--- src/sv/fpfmd_pkg.sv ---
`timescale 1ns / 1ps
// ----------------------------------------------------------------------------
// fpfmd_pkg
// Shared types, constants and helper functions of the fiber pair flipped
// maximum distance block.
// ----------------------------------------------------------------------------
package fpfmd_pkg;

    localparam int MAX_POINTS = 32;
    localparam int COORD_BITS = 16;

    localparam int IDX_BITS   = $clog2(MAX_POINTS);
    localparam int N_BITS     = $clog2(MAX_POINTS + 1);
    localparam int PIDX_BITS  = 5;
    localparam int CNT_BITS   = 6;
    localparam int DIST_BITS  = 34;
    localparam int SQ_BITS    = 2 * COORD_BITS;
    localparam int SUM_BITS   = SQ_BITS + 2;

    localparam logic [CNT_BITS-1:0]  POINT_COUNT_RESET = CNT_BITS'(21);
    localparam logic [DIST_BITS-1:0] DIST_MAX          = '1;

    localparam int QDEPTH    = 4;
    localparam int QPTR_BITS = $clog2(QDEPTH);

    typedef enum logic {
        OP_STORE   = 1'b0,
        OP_COMPARE = 1'b1
    } op_t;

    typedef logic signed [COORD_BITS-1:0] coord_t;
    typedef logic [COORD_BITS-1:0]        udiff_t;
    typedef logic [SQ_BITS-1:0]           sq_t;
    typedef logic [IDX_BITS-1:0]          idx_t;
    typedef logic [DIST_BITS-1:0]         dist_t;

    typedef struct packed {
        coord_t x;
        coord_t y;
        coord_t z;
    } point_t;

    typedef struct packed {
        udiff_t x;
        udiff_t y;
        udiff_t z;
    } diff3_t;

    typedef struct packed {
        sq_t x;
        sq_t y;
        sq_t z;
    } sq3_t;

    // one queued item after classification
    typedef struct packed {
        op_t    op;
        idx_t   addr_direct;
        idx_t   addr_flip;
        logic   first;
        logic   last;
        point_t point;
    } cmd_t;

    function automatic udiff_t abs_diff(input coord_t a, input coord_t b);
        logic signed [COORD_BITS:0] d;
        d = {a[COORD_BITS-1], a} - {b[COORD_BITS-1], b};
        if (d[COORD_BITS]) begin
            return COORD_BITS'(-d);
        end
        return COORD_BITS'(d);
    endfunction

    function automatic sq_t square(input udiff_t a);
        return SQ_BITS'(a) * SQ_BITS'(a);
    endfunction

    function automatic dist_t sat_dist(input logic [SUM_BITS-1:0] s);
        if ({{DIST_BITS{1'b0}}, s} > {{SUM_BITS{1'b0}}, DIST_MAX}) begin
            return DIST_MAX;
        end
        return DIST_BITS'(s);
    endfunction

endpackage

--- src/sv/fpfmd_queue.sv ---
`timescale 1ns / 1ps
// ----------------------------------------------------------------------------
// fpfmd_queue
// Short command queue between the front and the back.
// ----------------------------------------------------------------------------
module fpfmd_queue (
    input  logic            aclk,
    input  logic            aresetn,
    input  logic            in_valid,
    input  fpfmd_pkg::cmd_t in_cmd,
    output logic            in_ready,
    output logic            out_valid,
    output fpfmd_pkg::cmd_t out_cmd,
    input  logic            out_ready
);
    import fpfmd_pkg::*;

    cmd_t                 q_mem_reg [QDEPTH];
    logic [QPTR_BITS-1:0] wr_ptr_reg;
    logic [QPTR_BITS-1:0] rd_ptr_reg;
    logic [QPTR_BITS:0]   count_reg;
    logic [QPTR_BITS:0]   count_next;
    logic                 push;
    logic                 pop;

    assign in_ready  = int'(count_reg) < QDEPTH;
    assign out_valid = count_reg != '0;
    assign out_cmd   = q_mem_reg[rd_ptr_reg];
    assign push      = in_valid && in_ready;
    assign pop       = out_valid && out_ready;

    always_comb begin
        count_next = count_reg;
        if (push && !pop) begin
            count_next = count_reg + 1'b1;
        end else if (pop && !push) begin
            count_next = count_reg - 1'b1;
        end
    end

    always_ff @(posedge aclk) begin
        if (!aresetn) begin
            wr_ptr_reg <= '0;
            rd_ptr_reg <= '0;
            count_reg  <= '0;
        end else begin
            count_reg <= count_next;
            if (push) begin
                wr_ptr_reg <= wr_ptr_reg + 1'b1;
            end
            if (pop) begin
                rd_ptr_reg <= rd_ptr_reg + 1'b1;
            end
        end
    end

    always_ff @(posedge aclk) begin
        if (push) begin
            q_mem_reg[wr_ptr_reg] <= in_cmd;
        end
    end

endmodule

--- config.mk ---
export PLATFORM = sky130hd
export DESIGN_NAME = fpfmd_queue
export DESIGN_NICKNAME = d
export VERILOG_FILES = /design/src/sv/fpfmd_pkg.sv /design/src/sv/fpfmd_queue.sv
export SDC_FILE = /design/constraint.sdc
export NUM_CORES = 1
export LEC_CHECK = 0
export BUFFER_PORTS_ARGS = -buffer_cell sky130_fd_sc_hd__buf_2
export CORE_ASPECT_RATIO = 1.1
export CORE_MARGIN = 5
export CORE_UTILIZATION = 61
export CTS_CLUSTER_SIZE = 24
export DETAILED_ROUTE_END_ITERATION = 6
export PLACE_DENSITY = 0.84
export SLEW_MARGIN = 10
export SYNTH_ARGS = -nofsm -noshare
export SYNTH_HDL_FRONTEND = slang
export SYNTH_SLANG_ARGS = --single-unit
--- constraint.sdc ---
create_clock -name aclk -period 5.4 [get_ports aclk]
set_input_delay 0.27 -clock aclk [delete_from_list [all_inputs] [get_ports aclk]]
set_output_delay 0.27 -clock aclk [all_outputs]
set_load 0.01 [all_outputs]
==> run metrics <==
CTS buffer count=24; Hold Crit Class=input port to flop; status=finished clean; routability cong.=between 0.7 and 0.8; number of flip-flops in the largest register=approximately 240; global-route total usage across every layer=just under 20%; first-pass GRT wire length=27000 um; Post CTS Setup Buffer Count=0; PwrDens=around 470 mW/mm^2; Crit Path Class=flop to primary output; NumNets Final=roughly 630; hold-fix buffers at CTS=58; fill count=approximately 820; clk buf depth=3; die height=around 140 um; Critical-path top delay cell=dfxtp_4; setup_tns=0 ns; post-route minimum period=2.92 ns; post-route cell area=approximately 0.011 mm^2; Initial Utilization=around 62%; pin count of the biggest net entering global routing=62; total leakage power=just under 4 nW; ant diodes=0; Final period util=54.2%; initial antenna violation count=0; CP Max Fanout=32; Worst-path clk slew=roughly 0.06 ns; fmax=between 300 and 400 MHz; row cnt=47; worst-path cell chain=buf_4 -> mux4_2 -> buf_2; Clock Latency Late Sink=0.50 ns; syn nets=about 440; Cell variety after synth=21; Die Width=128 um; setup violators final=0; Routed Wire Length=17300 um; CP required=a little over 5 ns; Syn-to-layout area delta=22.9%; register bit total from synthesis=about 250; core area=approximately 0.015 mm^2; CTS tree=yes; IO Count=roughly 130; GRT Residual Overflow=0; Crit path largest cell delay=a little over 0.7 ns; sequential area share after synthesis=80.3%; Final Hold Viols=0; HPWL after detailed placement=slightly above 9000 um; Die ar.=approximately 0.018 mm^2; Max Transition Viols Final=0; Worst Setup Start Kind=flop; DRT iter0 DRCs=approximately 270; worst vdd ir=between 300 and 400 uV; Vias=4372; worst slew pin tran=~0.93 ns; drt first pass iters=5; post-route ant nets=0; Slew headroom=38.1%; post_cts resized=0; Cells after Synth=364; # clock sinks=253; most common cell after layout, fill and taps aside=edfxtp_1; number of vias per cell=5.68; synthesized area=0.00935 mm^2; vias in the first global route=about 4.8k; CP Capture Type=primary output; clk_skew=around 0.0095 ns; htree depth=1; yosys warns=0; WL/cell=about 22 um; Placed Instance Area=around 0.010 mm^2; register area=between 0.007 and 0.008 mm^2; # port buffers=~130; clk root buf=clkbuf_16; most frequent cells in the layout=edfxtp_1 (244), buf_2 (127), mux4_2 (60), dlygate4sd3_1 (58), clkbuf_16 (25); Register-to-Register Setup Slack=2.89 ns; Critical Path AT=between 2 and 3 ns; drc violations=0; Mean Syn Cell Area=approximately 26 um^2; multi-input combinational cell area=around 0.0017 mm^2; unrepaired setup endpoints after global routing=no; fraction of layout cells with a size suffix above 1=about 40%; Max Cap Viol=0
==> worst max-delay path, delay by kind of cell (launching register included) <==
| family | cells | cell delay (ns) |
|---|---|---|
| buf+inv | 2 | 0.80 |
| mux | 1 | 0.62 |
| flops | 1 | 0.72 |
==> cell families (layout without fill, tap and decap cells) <==
| logic type | Yosys count | count (layout) | synth area share [%] |
|---|---|---|---|
| DFF | 253 | 253 | 80.3 |
| muxes | 63 | 63 | 15.0 |
| buffers and inverters | 19 | 229 | 1.98 |
| and+or+nand+nor | 14 | 14 | 0.937 |
| adders and majority gates | 6 | 6 | 0.884 |
| xor gates and xnor gates | 5 | 5 | 0.469 |
| AOI/OAI and AO/OA | 4 | 4 | 0.455 |
==> synth_stat cells <==
cell	count	area, um^2
xor2_1	1	8.76
xnor2_1	4	35.0
or3_1	2	12.5
o311ai_1	1	8.76
a21boi_0	1	7.51
o31ai_4	1	21.3
mux4_2	60	1350
ha_1	5	62.6
buf_12	6	120
buf_2	7	35.0
mux4_1	1	26.3
buf_6	1	11.3
o21ai_0	1	5.00
edfxtp_1	244	7330
mux2i_1	2	20.0
fa_1	1	20.0
nor2b_1	3	18.8
and2_1	9	56.3
inv_1	4	15.0
dfxtp_1	9	180
buf_1	1	3.75
==> final cells by class <==
cell class / count / share of cell area, %
clock buffer: 28 / 5.63
tap: 196 / 2.13
sequential: 253 / 65.4
timing repair buffer: 186 / 10.7
multi-input combinational: 92 / 14.5
inverter: 4 / 0.131
clock inverter: 11 / 1.57
==> path summary, 6_finish.rpt <==
check                                    from               end  cells past startpoint
worst max-delay path                     flop       out_cmd[22]                      3
worst min-delay path               in_cmd[23]  q_mem_reg[3][23]                      1
worst max register to register   count_reg[2]      count_reg[2]                      7
worst min register to register  wr_ptr_reg[1]     wr_ptr_reg[1]                      2
==> power breakdown <==
group | leakage [nW] | total [mW] | internal, mW | switching [mW]
combinational | 1.20 | 1.14 | 0.593 | 0.548
clock | 0.412 | 1.73 | 1.09 | 0.644
sequential | 2.31 | 2.56 | 2.40 | 0.157
total | 3.92 | 5.43 | 4.08 | 1.35
==> through the flow <==
step	power, mW	hold WS (ns)	setup slack, ns	instances	utilization [%]
2_1_floorplan	3.37	0.369	2.89	364	-
3_3_place_gp	3.67	0.479	2.91	673	67.0
3_5_place_dp	3.72	0.487	2.87	673	67.0
4_1_cts	5.50	0.0000112	2.33	770	76.3
5_1_grt	5.69	0.00473	2.18	770	76.3
6_report	5.43	0.0223	2.48	770	76.3
==> metal layers <==
layer  share of wire [%]  vias up  track usage, %
met4                 1.9        0            5.31
met5                   0        -               0
met1                  39     2242            27.3
met3                 6.6       32            4.41
li1                    -     1938               -
met2                  53      160            32.8
Note: power is estimated with default switching activity, not from simulation.
