`src/sv/fpfmd_pkg.sv`:
```
`timescale 1ns / 1ps
// ----------------------------------------------------------------------------
// fpfmd_pkg
// Shared types, constants and helper functions of the fiber pair flipped
// maximum distance block.
// ----------------------------------------------------------------------------
package fpfmd_pkg;

    localparam int MAX_POINTS = 32;
    localparam int COORD_BITS = 16;

    localparam int IDX_BITS   = $clog2(MAX_POINTS);
    localparam int N_BITS     = $clog2(MAX_POINTS + 1);
    localparam int PIDX_BITS  = 5;
    localparam int CNT_BITS   = 6;
    localparam int DIST_BITS  = 34;
    localparam int SQ_BITS    = 2 * COORD_BITS;
    localparam int SUM_BITS   = SQ_BITS + 2;

    localparam logic [CNT_BITS-1:0]  POINT_COUNT_RESET = CNT_BITS'(21);
    localparam logic [DIST_BITS-1:0] DIST_MAX          = '1;

    localparam int QDEPTH    = 4;
    localparam int QPTR_BITS = $clog2(QDEPTH);

    typedef enum logic {
        OP_STORE   = 1'b0,
        OP_COMPARE = 1'b1
    } op_t;

    typedef logic signed [COORD_BITS-1:0] coord_t;
    typedef logic [COORD_BITS-1:0]        udiff_t;
    typedef logic [SQ_BITS-1:0]           sq_t;
    typedef logic [IDX_BITS-1:0]          idx_t;
    typedef logic [DIST_BITS-1:0]         dist_t;

    typedef struct packed {
        coord_t x;
        coord_t y;
        coord_t z;
    } point_t;

    typedef struct packed {
        udiff_t x;
        udiff_t y;
        udiff_t z;
    } diff3_t;

    typedef struct packed {
        sq_t x;
        sq_t y;
        sq_t z;
    } sq3_t;

    // one queued item after classification
    typedef struct packed {
        op_t    op;
        idx_t   addr_direct;
        idx_t   addr_flip;
        logic   first;
        logic   last;
        point_t point;
    } cmd_t;

    function automatic udiff_t abs_diff(input coord_t a, input coord_t b);
        logic signed [COORD_BITS:0] d;
        d = {a[COORD_BITS-1], a} - {b[COORD_BITS-1], b};
        if (d[COORD_BITS]) begin
            return COORD_BITS'(-d);
        end
        return COORD_BITS'(d);
    endfunction

    function automatic sq_t square(input udiff_t a);
        return SQ_BITS'(a) * SQ_BITS'(a);
    endfunction

    function automatic dist_t sat_dist(input logic [SUM_BITS-1:0] s);
        if ({{DIST_BITS{1'b0}}, s} > {{SUM_BITS{1'b0}}, DIST_MAX}) begin
            return DIST_MAX;
        end
        return DIST_BITS'(s);
    endfunction

endpackage

```
`src/sv/fpfmd_front.sv`:
```
`timescale 1ns / 1ps
// ----------------------------------------------------------------------------
// fpfmd_front
// Holds the point count register, classifies incoming items and pushes the
// ones that do work into the command queue.
// ----------------------------------------------------------------------------
module fpfmd_front (
    input  logic                           aclk,
    input  logic                           aresetn,
    input  logic                           cfg_valid,
    output logic                           cfg_ready,
    input  logic [fpfmd_pkg::CNT_BITS-1:0] cfg_data,
    input  logic                           s_valid,
    output logic                           s_ready,
    input  logic                           s_op,
    input  logic [fpfmd_pkg::PIDX_BITS-1:0] s_point_index,
    input  logic signed [15:0]             s_coord_x,
    input  logic signed [15:0]             s_coord_y,
    input  logic signed [15:0]             s_coord_z,
    output logic                           push_valid,
    output fpfmd_pkg::cmd_t                push_cmd,
    input  logic                           push_ready
);
    import fpfmd_pkg::*;

    logic [CNT_BITS-1:0] point_count_reg;
    logic [N_BITS-1:0]   n_eff;
    logic [N_BITS-1:0]   n_minus1;
    logic [N_BITS-1:0]   flip_full;
    logic [N_BITS-1:0]   k_wide;
    op_t                 op;
    logic                keep;

    assign cfg_ready = 1'b1;

    always_ff @(posedge aclk) begin
        if (!aresetn) begin
            point_count_reg <= POINT_COUNT_RESET;
        end else if (cfg_valid) begin
            point_count_reg <= cfg_data;
        end
    end

    always_comb begin
        op = op_t'(s_op);
        // clamp point count to 1..MAX_POINTS
        if (int'(point_count_reg) > MAX_POINTS) begin
            n_eff = N_BITS'(MAX_POINTS);
        end else if (point_count_reg == '0) begin
            n_eff = N_BITS'(1);
        end else begin
            n_eff = N_BITS'(point_count_reg);
        end
        n_minus1  = n_eff - N_BITS'(1);
        k_wide    = N_BITS'(s_point_index);
        flip_full = n_minus1 - k_wide;

        unique case (op)
            OP_STORE:   keep = int'(s_point_index) < MAX_POINTS;
            OP_COMPARE: keep = int'(s_point_index) < int'(n_eff);
            default:    keep = 1'b0;
        endcase

        push_cmd.op          = op;
        push_cmd.addr_direct = IDX_BITS'(s_point_index);
        push_cmd.addr_flip   = IDX_BITS'(flip_full);
        push_cmd.first       = (s_point_index == '0);
        push_cmd.last        = (k_wide == n_minus1);
        push_cmd.point.x     = s_coord_x[COORD_BITS-1:0];
        push_cmd.point.y     = s_coord_y[COORD_BITS-1:0];
        push_cmd.point.z     = s_coord_z[COORD_BITS-1:0];
    end

    // ignored items are accepted and dropped here
    assign s_ready    = push_ready;
    assign push_valid = s_valid && keep;

endmodule

```
`config.mk`:
```
export PLATFORM = sky130hd
export DESIGN_NAME = fpfmd_front
export DESIGN_NICKNAME = d
export VERILOG_FILES = /design/src/sv/fpfmd_pkg.sv /design/src/sv/fpfmd_front.sv
export SDC_FILE = /design/constraint.sdc
export NUM_CORES = 1
export LEC_CHECK = 0
export BUFFER_PORTS_ARGS = -buffer_cell sky130_fd_sc_hd__buf_4
export CAP_MARGIN = 20
export CORE_MARGIN = 8
export CORE_UTILIZATION = 33
export CTS_CLUSTER_DIAMETER = 50
export DETAILED_ROUTE_END_ITERATION = 7
export PLACE_DENSITY = 0.81
export SLEW_MARGIN = 0
export SYNTH_ARGS = -nofsm -noshare
export SYNTH_HDL_FRONTEND = slang
export SYNTH_SLANG_ARGS = --single-unit
```
`constraint.sdc`:
```
create_clock -name aclk -period 3.28 [get_ports aclk]
set_input_delay 0.656 -clock aclk [delete_from_list [all_inputs] [get_ports aclk]]
set_output_delay 0.656 -clock aclk [all_outputs]
set_load 0.03 [all_outputs]
```
==> run summary <==
Status: finished clean
Main synth FF type: dfxtp_1
I/O Buffers: 29
Critical Path End Type: output port
Max Fanout on Critical Path: 4
Largest stage delay on the critical path: 0.37 ns
Worst-path clk slew: 0.05 ns
Core area: 3080 um^2
CP cell instances: nor4_2 > o21ai_1 > ha_2 > inv_1 > fa_2 > a21o_1 > a21oi_2 > xnor3_1 > buf_6
Endpoints failing hold: 0
Router iterations before antenna repair: 3
H-tree levels: 1
Crit path launch type: flip-flop
Synth-to-layout area growth: -9.72%
Largest net degree at the start of global routing: 8
Synth top area share: 39.3%
Hold WC Path Type: reg -> reg
Hold Path Cell Cnt: 2
Sequential element share of the synthesized area: 11.2%
Resize count post-CTS: 0
Leading area contributor after synthesis: buf_4
I/O pin cnt: 129
Worst EP required: 2.62 ns
Place WS: 0.328 ns
Final Skew: 0 ns
Vias per inst: 4.44
Cell Rows: 20
Hold Crit Endpoint: point_count_reg[0]
Hold Crit Start: point_count_reg[0]
First-pass GRT wire length: 3.06 mm
Synth top area cells: buf_4 39%, ha_1 12%, dfxtp_1 11%
Antenna Nets Post-Route: 0
Routed WL: 1.96 mm
Post-CTS Setup Bufs: 0
Synthesized area: 1070 um^2
Critical Path AT: 2.42 ns
Power consumption: 0.000375 W
LEAKAGE: 0.494 nW
CP Class: reg -> out
Max reg flops: 6
RSZ-0062 raised after global routing: false
Post-Synthesis Cells: 134
Min Clock Period, post-route: 3.08 ns
Ys Warns: 0
RD Place Congestion: 0.823
Clock root buffer: clkbuf_4
Num CTS Buffers: 3
Sink Count: 6
Peak supply drop: 0.259 mV
R2r setup slk: 2.61 ns
Synth async-reset ratio: 0%
Max-slew violation count: 0
Fin crit share: 93.8%
GRT Util Overall: 7.10%
Distinct cells, synth: 30
CP max stage cell: fa_2
Worst skew pair latency: 0.25 ns
Setup_tns: 0 ns
Die area: 5320 um^2
Reg-to-reg endpoint: point_count_reg[2]
TritonCTS clock tree: done
Via count: 679
Worst-case clock buffer depth: 2
Fin nets: 187
F_max: 325 MHz
GR Overflow Total: 0
Max-Cap Viols: 0
DRC violations left: 0
DRT iter0 DRCs: 10
Initial Util: 34.7%
Die Y: 72.9 um
Final Setup Violations: 0
Number of enable flip-flop cells after synthesis: 0
Reg2reg start: point_count_reg[2]
Routed len/inst: 12.8 um
Flops & latches, synth: 6
Vias in the first global route: 685
N_diodes: 0
DP Wirelength: 1.64 mm
Die X: 72.9 um
# hold bufs at CTS: 0
Post-synth top cells: 56 x buf_4, 12 x inv_1, 10 x ha_1
Initial antenna violation count: 0
Mean Syn Cell Area: 7.97 um^2
Share of cells above drive strength 1: 38.5%
Reg2reg path depth: 2
Cell with the most instances after synthesis: buf_4
Syn nets: 210
Final setup margin: 0.204 ns
Pwr dens: 388 nW/um^2
layout by cell type (no fill, tap or decap), drive strengths merged:
| master | synthesis | routed |
|---|---|---|
| nor2b | 4 | 4 |
| xor2 | 1 | 1 |
| clkbuf | 0 | 3 |
| nand4 | 1 | 1 |
| xnor3 | 1 | 1 |
| o21a | 2 | 2 |
| nor3 | 3 | 3 |
| o211ai | 1 | 1 |
| nor2 | 4 | 4 |
| o21ai | 2 | 2 |
| nand2 | 7 | 7 |
| a21oi | 4 | 4 |
| dfxtp | 6 | 6 |
| fa | 1 | 1 |
| inv | 12 | 12 |
| nand4bb | 1 | 1 |
| nand3 | 1 | 1 |
| conb | 1 | 1 |
| buf | 57 | 29 |
| o21bai | 1 | 1 |
| mux2i | 6 | 6 |
| a21o | 2 | 2 |
| ha | 10 | 10 |
| nor4 | 1 | 1 |
| xnor2 | 2 | 2 |
| nand4b | 1 | 1 |
| o31a | 1 | 1 |
| a31o | 1 | 1 |
worst max path at each step:
| stage | from | end | slack (ns) | depth (start not counted) |
|---|---|---|---|---|
| after CTS | point_count_reg[2] | push_cmd[54] | 0.05 | 9 |
| after detailed placement | point_count_reg[2] | push_cmd[54] | 0.33 | 9 |
| after global routing | point_count_reg[1] | push_cmd[54] | 0.09 | 9 |
| final | point_count_reg[1] | push_cmd[54] | 0.20 | 9 |
| after floorplan | point_count_reg[2] | push_cmd[54] | 0.42 | 8 |
| after global placement | point_count_reg[2] | push_cmd[54] | 0.33 | 9 |
power by group:
part	leakage, nW	switching [W]	internal [W]	total [W]
registers	0.0500	0.00000598	0.0000781	0.0000841
logic	0.430	0.000123	0.0000985	0.000222
clock network	0.0138	0.0000273	0.0000414	0.0000688
per-layer routing:
metal / vias to the layer above / routed length (um) / global-route usage, %
met5: - / 0 / 0
met4: 0 / 80 / 6.22
met3: 18 / 232 / 3.43
met2: 34 / 889 / 9.94
met1: 294 / 762 / 7.76
li1: 333 / - / -
worst max-delay path: cells and delay by family (launching register included):
family | cells | cell delay (ns)
fa+ha+maj | 2 | 0.69
compound gates | 3 | 0.44
flops | 1 | 0.34
simple gates | 1 | 0.27
xor+xnor | 1 | 0.23
buf+inv | 2 | 0.21
cell type report:
cell class / instances / area [um^2]
fill: 334 / 2110
multi-input combinational: 59 / 497
timing repair buffer: 29 / 221
sequential: 6 / 124
tap: 44 / 55.1
inverter: 12 / 45.0
clock buffer: 3 / 22.5
per-stage QoR:
step	hold WS (ns)	area, um^2	instances	util (%)
3_3_place_gp	0.504	916	150	29.8
2_1_floorplan	0.459	1070	134	-
6_report	0.521	965	153	31.3
3_5_place_dp	0.502	916	150	29.8
4_1_cts	0.517	938	153	30.5
5_1_grt	0.556	965	153	31.3
kinds of logic after synthesis:
group	after synthesis	synth area share, %
AND/OR/NAND/NOR	23	11.6
buffers and inverters	69	44.0
other	1	0.351
XOR/XNOR	4	4.57
flip-flops	6	11.2
AO/OA/AOI/OAI	14	9.02
multiplexers	6	5.62
adder cells (fa/ha/maj)	11	13.6
No activity file was read; power rests on OpenSTA's default activity.
